--- config.mk ---
export PLATFORM = sky130hd
export DESIGN_NAME = rsp_sin
export DESIGN_NICKNAME = d
export VERILOG_FILES = /design/src/design/rsp_pkg.sv /design/src/design/rsp_sin.sv
export SDC_FILE = /design/constraint.sdc
export NUM_CORES = 2
export LEC_CHECK = 0
export BUFFER_PORTS_ARGS = -buffer_cell sky130_fd_sc_hd__buf_2
export CORE_UTILIZATION = 60
export DETAILED_ROUTE_END_ITERATION = 16
export GPL_ROUTABILITY_DRIVEN = 0
export GPL_TIMING_DRIVEN = 0
export HOLD_SLACK_MARGIN = 0.12
export PLACE_DENSITY_LB_ADDON = 0.08
export SLEW_MARGIN = 10
export SYNTH_ARGS = -nofsm -noshare
export SYNTH_HDL_FRONTEND = slang
export SYNTH_SLANG_ARGS = --single-unit
--- constraint.sdc ---
create_clock -name i_clk -period 30.4 [get_ports i_clk]
set_input_delay 6.08 -clock i_clk [delete_from_list [all_inputs] [get_ports i_clk]]
set_output_delay 6.08 -clock i_clk [all_outputs]
set_load 0.1 [all_outputs]
--- src/design/rsp_pkg.sv ---
// Shared types, register codes and fixed-point constants for the ray-sphere pixel shader.
// No dependencies; every other design file imports this package.
package rsp_pkg;

    // Frame size limit and configuration port shape.
    localparam int MAX_SCREEN_SIDE = 4096;
    localparam int CFG_IDX_W       = 3;
    localparam int CFG_DATA_W      = 24;

    typedef enum logic [CFG_IDX_W-1:0] {
        REG_FRAME_WIDTH  = 3'd0,
        REG_FRAME_HEIGHT = 3'd1,
        REG_CAM_X        = 3'd2,
        REG_CAM_Z        = 3'd3,
        REG_YAW_ANGLE    = 3'd4,
        REG_FOV_ANGLE    = 3'd5
    } t_cfg_reg;

    // Ray components before normalizing, and Q2.14 unit vectors after.
    typedef logic signed [31:0] t_raw;
    typedef logic signed [15:0] t_q14;

    // Pipeline depths of the arithmetic units.
    localparam int LAT_SIN   = 4;
    localparam int SQRT_BITS = 32;
    localparam int LAT_SQRT  = SQRT_BITS;
    localparam int DIV_BITS  = 15;
    localparam int LAT_DIV   = DIV_BITS + 1;
    localparam int NORM_DLY  = 2 + LAT_SQRT;
    localparam int LAT_NORM  = NORM_DLY + LAT_DIV;

    // Scene: camera-to-sphere vector in Q.8 and the sphere radius.
    localparam longint SPH_OFF_X = 200;
    localparam longint SPH_OFF_Z = 300;
    localparam longint CAM_H     = 20;
    localparam longint SPH_R     = 80;
    localparam longint L_X       = -SPH_OFF_X * 256;
    localparam longint L_Y       = CAM_H * 256;
    localparam longint L_Z       = SPH_OFF_Z * 256;
    localparam longint SPH_R_Q8  = SPH_R * 256;
    localparam longint SPH_C     = (L_X * L_X + L_Y * L_Y + L_Z * L_Z
                                    - SPH_R_Q8 * SPH_R_Q8) * 65536;

    // Light direction in Q2.14 and its dot product with the ray origin term.
    localparam longint LIGHT_X = 7077;
    localparam longint LIGHT_Y = 14154;
    localparam longint LIGHT_Z = 4246;
    localparam longint L_DOT   = (L_X * LIGHT_X + L_Y * LIGHT_Y + L_Z * LIGHT_Z) * 4194304;

    // Reciprocal of five for values below 2^18: x / 5 = (x * DIV5_MUL) >> 18.
    localparam logic [15:0] DIV5_MUL = 16'd52429;

    // Shading.
    localparam logic [7:0] GAIN_R    = 8'd200;
    localparam logic [7:0] GAIN_G    = 8'd120;
    localparam logic [7:0] GAIN_B    = 8'd60;
    localparam logic [7:0] SHADE_OFS = 8'd30;

endpackage

--- src/design/rsp_sin.sv ---
// Four-stage pipelined polynomial sine, angle in 1/131072 turn, result in Q14.
// Depends on rsp_pkg.
module rsp_sin import rsp_pkg::*; (
    input  logic        i_clk,
    input  logic [16:0] i_angle,
    output t_q14        o_sin
);

    logic [1:0]  r_quad1, r_quad2, r_quad3;
    logic [15:0] r_u1, r_u2, r_u3;
    logic [15:0] r_x2_1, r_x2_2;
    logic [14:0] r_t1;
    logic [15:0] r_t;
    t_q14        r_sin;
    logic [15:0] n_u;
    logic [31:0] n_uu, n_xc, n_xt, n_ut, n_ur;
    logic [15:0] n_s;

    // Fold the angle into the first quadrant.
    always_comb begin
        n_u  = i_angle[15] ? (16'd32768 - {1'b0, i_angle[14:0]}) : {1'b0, i_angle[14:0]};
        n_uu = 32'(n_u) * 32'(n_u);
        n_xc = 32'(r_x2_1) * 32'd2320;
        n_xt = 32'(r_x2_2) * 32'(r_t1);
        n_ut = 32'(r_u3) * 32'(r_t);
        n_ur = n_ut + 32'd32768;
        n_s  = n_ur[31:16];
    end

    // One multiplication per stage, Horner order.
    always_ff @(posedge i_clk) begin
        r_quad1 <= i_angle[16:15];
        r_u1    <= n_u;
        r_x2_1  <= n_uu[30:15];

        r_quad2 <= r_quad1;
        r_u2    <= r_u1;
        r_x2_2  <= r_x2_1;
        r_t1    <= 15'd21024 - 15'(n_xc[31:15]);

        r_quad3 <= r_quad2;
        r_u3    <= r_u2;
        r_t     <= 16'd51472 - n_xt[30:15];

        r_sin   <= r_quad3[1] ? -$signed(n_s) : $signed(n_s);
    end

    assign o_sin = r_sin;

endmodule

==> impl_metrics.tcl <==
set metrics [dict create \
    grt-ovfl-total 0 \
    drt_iter0_drc 1162 \
    wl_met1_mm 27.5 \
    outcome "finished, final reports clean" \
    rows 78 \
    min_period_over_period_pct 50.5 \
    die_h_um 217 \
    worstSkewPairLatency_ns 0.46 \
    fin_crit_ns 15.36 \
    grt_start_max_net_pins 18 \
    core_region_area_um2 45600 \
    die_area_um2 47200 \
    io_pins 34 \
    tns_ns 0 \
    fin_skew_ns 0.0181 \
    holdPathStages 0 \
    grt_use_total_pct 29.5 \
    critical_path_required_ns 30.78 \
    port_buffers 33 \
    syn_to_final_growth_pct 5.58 \
    hp-class "reg2reg" \
    drtAntennaViolNets 0 \
    min_from "r_u1[6]$_DFF_P_" \
    vias 20314 \
    reg2reg_from "r_u3[10]$_DFF_P_" \
    yosysWarningCount 0 \
    rr_endpoint "o_sin[15]$_DFF_P_" \
    clk_path_buf_depth 2 \
    antenna_found_initial 2 \
    numCtsBuffers 17 \
    start_kind "input port" \
    cts_max_level 4 \
    rr_worst_depth 23 \
    endpoint "r_x2_1[15]$_DFF_P_" \
    finalHoldViolations 0 \
    layout_common_cells "inv_1, fa_1, nand2_1, ha_1, and2_1" \
    critPathKind "in2reg" \
    crit_path_end_kind "flop" \
    cap_violations 0 \
    top_layer "met5" \
    first_pass_iters 6 \
    post-place-ws_ns 14.52 \
    post_cts_buffers 0 \
    final_common_cell "inv_1" \
    route.detailed.drc 0 \
    wl_met2_mm 30.4 \
    drive_gt1_share_pct 2.99 \
    hold_buffers 0 \
    die_width_um 217 \
    synth-seq-cells 130 \
    wirelength_mm 64.6 \
    critPathSlowestCell "xnor2_1" \
    path_clk_slew_ns 0.07 \
    synth_cell_type_count 78 \
    setup.worst_path.start "i_angle[0]" \
    multi_input_area_um2 22100 \
    max_stage_delay_ns 0.74 \
    setup_viol 0 \
    cts.sinks 130 \
    setup_slack_ns 15.04 \
    slew-limit-headroom_pct 15.2 \
    synth-edff-count 0 \
    start_util_pct 61.0 \
    fillers 3864 \
    synth_area_um2 27800 \
    final_net_count 4050 \
    drt-wirelength-per-cell_um 17.2 \
    synth_flop_cell "dfxtp_1" \
    grt_pass1_vias 21878 \
    syn-instance-count 3075 \
    via_per_inst 5.42 \
    slew_violations 0 \
    tightest_slew_ns 1.25 \
    r2r_slack_ns 22.44 \
    crit_fanout 10 \
    max_freq_ghz 0.0651 \
    tritoncts "built" \
    crit_arrival_ns 15.74 \
    cts_resized 0 \
    ys_seq_area_share_pct 9.36 \
    dpl.hpwl_mm 54.2 \
    syn_avg_cell_area_um2 9.04 \
    cts_root_buf "clkbuf_16" \
    regArea_um2 2600 \
    rsz0062_at_grt "false" \
    wl_met3_mm 4.66 \
    async_flop_share_pct 0 \
    grt_pass1_wl_mm 109 \
]
state kept, by name, summed over array words and instances (netlist names), 15 cells and up:
register,flops
o_sin,16
r_t,16
r_t1,15
r_u1,16
r_u2,16
r_u3,16
r_x2_1,16
r_x2_2,16
Yosys cell counts (7+ instances only):
cell type | n | area (µm²)
inv_1 | 736 | 2760
or2_2 | 7 | 43.8
clkbuf_1 | 89 | 334
and2_1 | 261 | 1630
a211oi_1 | 13 | 97.6
xor2_1 | 31 | 272
a21oi_1 | 62 | 310
nand3_1 | 25 | 125
xnor2_1 | 81 | 709
nor2b_1 | 8 | 50.1
or3_1 | 7 | 43.8
o21a_1 | 10 | 75.1
o31ai_1 | 9 | 67.6
nand2b_1 | 8 | 50.1
nand2_1 | 384 | 1440
a31oi_1 | 18 | 113
a21o_1 | 23 | 173
and3_1 | 12 | 75.1
fa_1 | 542 | 10900
nand4_1 | 15 | 93.8
ha_1 | 354 | 4430
nor3_1 | 21 | 105
nor2_1 | 94 | 353
dfxtp_1 | 130 | 2600
o21ai_0 | 45 | 225
cell type report:
type / count / share of cell area (%)
clock buffer: 17 / 1.45
buffer: 92 / 1.20
inverter: 739 / 9.45
timing repair buffer: 33 / 0.563
multi-input combinational: 2123 / 75.3
sequential: 130 / 8.86
tap: 600 / 2.56
clock inverter: 15 / 0.588
antenna: 2 / 0.0170
layer usage:
layer,up-vias,GRT usage (%)
met3,138,5.60
met2,698,48.6
met5,-,0
met1,10089,38.9
met4,2,10.4
li1,9387,-
metrics by stage:
step                instance area, µm²  instances  hold slack, ns  utilization [%]
floorplan                        27800       3084           0.310                -
finish                           29400       3751           0.326             64.4
global placement                 28800       3717           0.310             63.1
CTS                              29400       3749           0.324             64.4
detailed placement               28800       3717           0.312             63.1
global route                     29400       3749           0.334             64.4
how the worst min path moves through the flow:
stage / endpoint / slack, ns
3_5_place_dp: r_u2[9]$_DFF_P_ / 0.31
3_3_place_gp: r_u2[7]$_DFF_P_ / 0.31
4_1_cts: r_u2[10]$_DFF_P_ / 0.32
5_1_grt: r_u3[1]$_DFF_P_ / 0.33
6_report: r_u2[6]$_DFF_P_ / 0.33
2_1_floorplan: r_quad2[1]$_DFF_P_ / 0.31
worst max-delay path, delay by kind of cell:
| kind | cells | cell delay [ns] |
|---|---|---|
| xor+xnor | 2 | 0.89 |
| simple gates | 6 | 1.35 |
| buf+inv | 10 | 1.93 |
| compound gates | 9 | 2.06 |
| fa+ha+maj | 8 | 3.41 |
kinds of logic (layout without fill, tap and decap cells):
kind of cell | count (synthesis) | after routing | synth area share [%]
adders and majority gates | 896 | 896 | 54.9
and+or+nand+nor | 869 | 869 | 15.3
buffers and inverters | 831 | 896 | 11.2
AOI/OAI and AO/OA | 233 | 233 | 5.49
DFF | 130 | 130 | 9.36
xor gates and xnor gates | 112 | 112 | 3.53
other | 2 | 13 | 0.0270
muxes | 2 | 2 | 0.0765
Power is left out: the tool's default activity adds up to more than one toggle a clock period on the data nets, which glitch-free logic cannot reach.
