`config.mk`:
```
export PLATFORM = sky130hd
export DESIGN_NAME = rsp_isqrt
export DESIGN_NICKNAME = d
export VERILOG_FILES = /design/src/design/rsp_pkg.sv /design/src/design/rsp_isqrt.sv
export SDC_FILE = /design/constraint.sdc
export NUM_CORES = 2
export LEC_CHECK = 0
export BUFFER_PORTS_ARGS = -buffer_cell sky130_fd_sc_hd__buf_2
export CORE_ASPECT_RATIO = 1.25
export CORE_MARGIN = 5
export CORE_UTILIZATION = 30
export DETAILED_ROUTE_END_ITERATION = 10
export SYNTH_ARGS = -nofsm -noshare
export SYNTH_HDL_FRONTEND = slang
export SYNTH_SLANG_ARGS = --single-unit
export TNS_END_PERCENT = 10
```
`constraint.sdc`:
```
create_clock -name i_clk -period 4.3 [get_ports i_clk]
set_input_delay 1.29 -clock i_clk [delete_from_list [all_inputs] [get_ports i_clk]]
set_output_delay 1.29 -clock i_clk [all_outputs]
set_load 0.01 [all_outputs]
```
`src/design/rsp_pkg.sv`:
```
// Shared types, register codes and fixed-point constants for the ray-sphere pixel shader.
// No dependencies; every other design file imports this package.
package rsp_pkg;

    // Frame size limit and configuration port shape.
    localparam int MAX_SCREEN_SIDE = 4096;
    localparam int CFG_IDX_W       = 3;
    localparam int CFG_DATA_W      = 24;

    typedef enum logic [CFG_IDX_W-1:0] {
        REG_FRAME_WIDTH  = 3'd0,
        REG_FRAME_HEIGHT = 3'd1,
        REG_CAM_X        = 3'd2,
        REG_CAM_Z        = 3'd3,
        REG_YAW_ANGLE    = 3'd4,
        REG_FOV_ANGLE    = 3'd5
    } t_cfg_reg;

    // Ray components before normalizing, and Q2.14 unit vectors after.
    typedef logic signed [31:0] t_raw;
    typedef logic signed [15:0] t_q14;

    // Pipeline depths of the arithmetic units.
    localparam int LAT_SIN   = 4;
    localparam int SQRT_BITS = 32;
    localparam int LAT_SQRT  = SQRT_BITS;
    localparam int DIV_BITS  = 15;
    localparam int LAT_DIV   = DIV_BITS + 1;
    localparam int NORM_DLY  = 2 + LAT_SQRT;
    localparam int LAT_NORM  = NORM_DLY + LAT_DIV;

    // Scene: camera-to-sphere vector in Q.8 and the sphere radius.
    localparam longint SPH_OFF_X = 200;
    localparam longint SPH_OFF_Z = 300;
    localparam longint CAM_H     = 20;
    localparam longint SPH_R     = 80;
    localparam longint L_X       = -SPH_OFF_X * 256;
    localparam longint L_Y       = CAM_H * 256;
    localparam longint L_Z       = SPH_OFF_Z * 256;
    localparam longint SPH_R_Q8  = SPH_R * 256;
    localparam longint SPH_C     = (L_X * L_X + L_Y * L_Y + L_Z * L_Z
                                    - SPH_R_Q8 * SPH_R_Q8) * 65536;

    // Light direction in Q2.14 and its dot product with the ray origin term.
    localparam longint LIGHT_X = 7077;
    localparam longint LIGHT_Y = 14154;
    localparam longint LIGHT_Z = 4246;
    localparam longint L_DOT   = (L_X * LIGHT_X + L_Y * LIGHT_Y + L_Z * LIGHT_Z) * 4194304;

    // Reciprocal of five for values below 2^18: x / 5 = (x * DIV5_MUL) >> 18.
    localparam logic [15:0] DIV5_MUL = 16'd52429;

    // Shading.
    localparam logic [7:0] GAIN_R    = 8'd200;
    localparam logic [7:0] GAIN_G    = 8'd120;
    localparam logic [7:0] GAIN_B    = 8'd60;
    localparam logic [7:0] SHADE_OFS = 8'd30;

endpackage

```
`src/design/rsp_isqrt.sv`:
```
// Pipelined integer square root, one result bit per stage, floor of the root.
// Depends on rsp_pkg.
module rsp_isqrt import rsp_pkg::*; (
    input  logic                 i_clk,
    input  logic [63:0]          i_rad,
    output logic [SQRT_BITS-1:0] o_root
);

    logic [63:0]          r_rem  [0:SQRT_BITS-1];
    logic [SQRT_BITS-1:0] r_root [0:SQRT_BITS-1];

    // Each stage tries the next lower root bit against the remainder.
    for (genvar k = 0; k < SQRT_BITS; k++) begin : g_step
        localparam int B = SQRT_BITS - 1 - k;
        logic [63:0]          rem_in;
        logic [SQRT_BITS-1:0] root_in;
        logic [65:0]          test;

        if (k == 0) begin : g_first
            assign rem_in  = i_rad;
            assign root_in = '0;
        end else begin : g_next
            assign rem_in  = r_rem[k-1];
            assign root_in = r_root[k-1];
        end

        assign test = (66'(root_in) << (B + 1)) + (66'd1 << (2 * B));

        always_ff @(posedge i_clk) begin
            if (66'(rem_in) >= test) begin
                r_rem[k]  <= rem_in - test[63:0];
                r_root[k] <= root_in | (SQRT_BITS'(1) << B);
            end else begin
                r_rem[k]  <= rem_in;
                r_root[k] <= root_in;
            end
        end
    end

    assign o_root = r_root[SQRT_BITS-1];

endmodule

```
==> metrics.md <==
| Metric | Value |
|---|---|
| Simple-gate area share of the yosys netlist | `15.1%` |
| DRT Pass-1 Iters | `6` |
| Crit. End Element | `flip-flop` |
| Main synth FF type | `dfxtp_1` |
| Area Growth Syn to Fin | `16.1%` |
| Die area | `0.328 mm²` |
| XOR/XNOR Fraction of Synth Area | `8.07%` |
| All-Layer GR Usage | `13.0%` |
| Fin. Hold Viols | `0` |
| Worst-Margin Slew | `1310 ps` |
| Share of the synthesized area in the top cell type | `52.9%` |
| Netlist Area Pre-Place | `0.0950 mm²` |
| Fin crit share | `97.9%` |
| Final HPWL DP | `172 mm` |
| Cell variety after synth | `83` |
| Initial antenna violation count | `3` |
| GPL Wtd Cong | `0.931` |
| Die extent in y | `639 µm` |
| Die W | `513 µm` |
| Clock skew | `143 ps` |
| 1st-iter DRT viols | `2790` |
| Required time worst endpoint | `5110 ps` |
| First-pass GRT wire length | `346 mm` |
| Post-CTS Hold Fix Bufs | `0` |
| CP arrival | `5020 ps` |
| H-tree depth | `5` |
| Pwr/cell area | `662 mW/mm²` |
| Commonest non-fill, non-tap cell in the layout | `dfxtp_1` |
| Synthesized net count | `10173` |
| Core Util, Final | `34.9%` |
| Worst rel slew slack | `12.1%` |
| Final setup viols | `0` |
| CTS buffer count | `274` |
| CTS Sinks | `2512` |
| Hold crit path type | `reg2reg` |
| Final min period | `4210 ps` |
| Commonest non-fill, non-tap cells in the layout | `dfxtp_1, inv_1, nor2_1, a21oi_1, ha_1` |
| Aggregate global routing overflow | `0` |
| Remaining DRCs | `0` |
| Root Buffer | `clkbuf_16` |
| # rows | `231` |
| Fin cells | `14254` |
| Vias | `65684` |
| Clock Latency Late Sink | `970 ps` |
| Starting Density | `30.0%` |
| Outcome | `finished clean` |
| VDD IR max | `452 µV` |
| Largest net degree at the start of global routing | `55` |
| Io pins | `97` |
| Critical path class | `reg2reg` |
| Worst-path clk slew | `60 ps` |
| Ranking of synthesized cells by area | `dfxtp_1, ha_1, xnor2_1, a21oi_1, xor2_1` |
| Routed WL per cell | `15.3 µm` |
| Vias in the first global route | `68766` |
| Worst-path maximum fanout | `7` |
| Final Max Slew Viols | `0` |
| Layout Nets | `10491` |
| WL final | `217 mm` |
| Largest family of logic cells by synthesized area | `simple AND/OR/NAND/NOR gates` |
| Asr flop ratio synth | `0%` |
| Ys Warns | `0` |
| Compound-Gate Fraction of Synth Area | `11.7%` |
| Fraction of layout cells with a size suffix above 1 | `8.56%` |
| Final instance area | `0.110 mm²` |
| Antenna-violating nets left | `0` |
| F_max | `238 MHz` |
| Area leader, netlist | `dfxtp_1` |
| Adder-Cell Fraction of Synth Area | `7.35%` |
| Setup bufs post-CTS | `0` |
| Post-cts repair resize count | `0` |
| Final Total Pwr | `73.0 mW` |
| RSZ-0062 raised after global routing | `false` |
| Sequential cell area fraction in the yosys report | `52.9%` |
| Detail-routed via count per cell | `4.61` |
| Number of flops mapped to enable cells by yosys | `0` |
| Leakage | `50.1 nW` |
| Core area | `0.316 mm²` |
| Port buffer count | `96` |
| Syn Inst Count | `9550` |
| Placed Instances | `13786` |
| Crit start category | `flip-flop` |
| Post-synthesis mux area share | `1.26%` |
| Dpl cell area | `0.101 mm²` |
| CTS tree | `done` |
| Maximum clock insertion buffer count | `4` |
| Max-Cap Viols | `0` |
| Synthesis-stage register bit count | `2512` |
| Mean Syn Cell Area | `9.95 µm²` |
[logic make-up (layout without fill, tap and decap cells)]
| kind of cell | after synthesis | after routing |
|---|---|---|
| mux | 107 | 107 |
| xor+xnor | 875 | 875 |
| buf+inv | 910 | 1415 |
| compound gates | 1801 | 1801 |
| fa+ha+maj | 558 | 558 |
| flops | 2512 | 2512 |
| other cells | 0 | 5 |
| simple gates | 2787 | 2787 |
[flip-flops by register name (all words and copies together), names as in the netlist]
signal,flops
r_root,528
r_rem,1984
[power by group]
group	internal [mW]	total, mW	leakage [nW]	switching, mW
clock network	14.1	23.0	4.45	8.92
registers	28.6	32.4	21.1	3.80
logic	8.04	17.7	24.6	9.62
[worst max-delay path, stage by stage, from the launching register on]
cell      delay, ps
dfxtp_1         330
inv_1            40
ha_1            380
nand4_1         190
or3_1           410
or3_1           570
a211oi_1       1080
nor3_2          170
or3_1           570
nor3_1          260
xor2_1          180
[path summary, 6_finish.rpt]
| path | startpoint | endpoint | slack (ps) | cells after the start |
|---|---|---|---|---|
| min reg2reg | r_root[0][346] | r_root[0][378] | 310 | 0 |
| max | r_root[1][122] | r_rem[1][319] | 90 | 10 |
| min | r_root[0][346] | r_root[0][378] | 310 | 0 |
| max reg2reg | r_root[1][122] | r_rem[1][319] | 90 | 10 |
[synth_stat cells, types with 50 or more instances]
| cell | count |
|---|---|
| dfxtp_1 | 2512 |
| inv_1 | 697 |
| nor2_1 | 681 |
| a21oi_1 | 673 |
| ha_1 | 558 |
| nand2_1 | 540 |
| xnor2_1 | 513 |
| o21ai_0 | 364 |
| xor2_1 | 362 |
| nor4_1 | 314 |
| a21o_1 | 271 |
| nor3_1 | 254 |
| clkbuf_1 | 177 |
| nand4_1 | 166 |
| nand3_1 | 156 |
| or3_1 | 112 |
| nand2b_1 | 110 |
| mux2_2 | 100 |
| o21a_1 | 100 |
| nor2b_1 | 82 |
| or4_1 | 82 |
| and3_1 | 50 |
[layer usage]
layer | GRT usage [%] | vias up | wire length (µm)
li1 | - | 33852 | -
met1 | 10.9 | 30078 | 72700
met2 | 27.8 | 1093 | 126000
met3 | 1.76 | 661 | 5470
met4 | 7.61 | 0 | 13300
met5 | 0 | - | 0
[through the flow]
step | hold slack, ps | setup TNS (ps) | setup WS (ps)
5_1_grt | 315 | 0 | 18.8
3_3_place_gp | 330 | -9020 | -515
4_1_cts | 306 | 0 | 133
2_1_floorplan | 322 | 0 | 912
6_report | 308 | 0 | 92.2
3_5_place_dp | 332 | 0 | 110
[cell type report]
| class | count | area [µm²] |
|---|---|---|
| multi-input combinational | 6128 | 41400 |
| fill | 31959 | 206000 |
| clock buffer | 394 | 8160 |
| inverter | 698 | 2620 |
| timing repair buffer | 254 | 1770 |
| antenna | 5 | 12.5 |
| tap | 4194 | 5250 |
| clock inverter | 69 | 832 |
| sequential | 2512 | 50300 |
(Power assumes the default switching activity.)
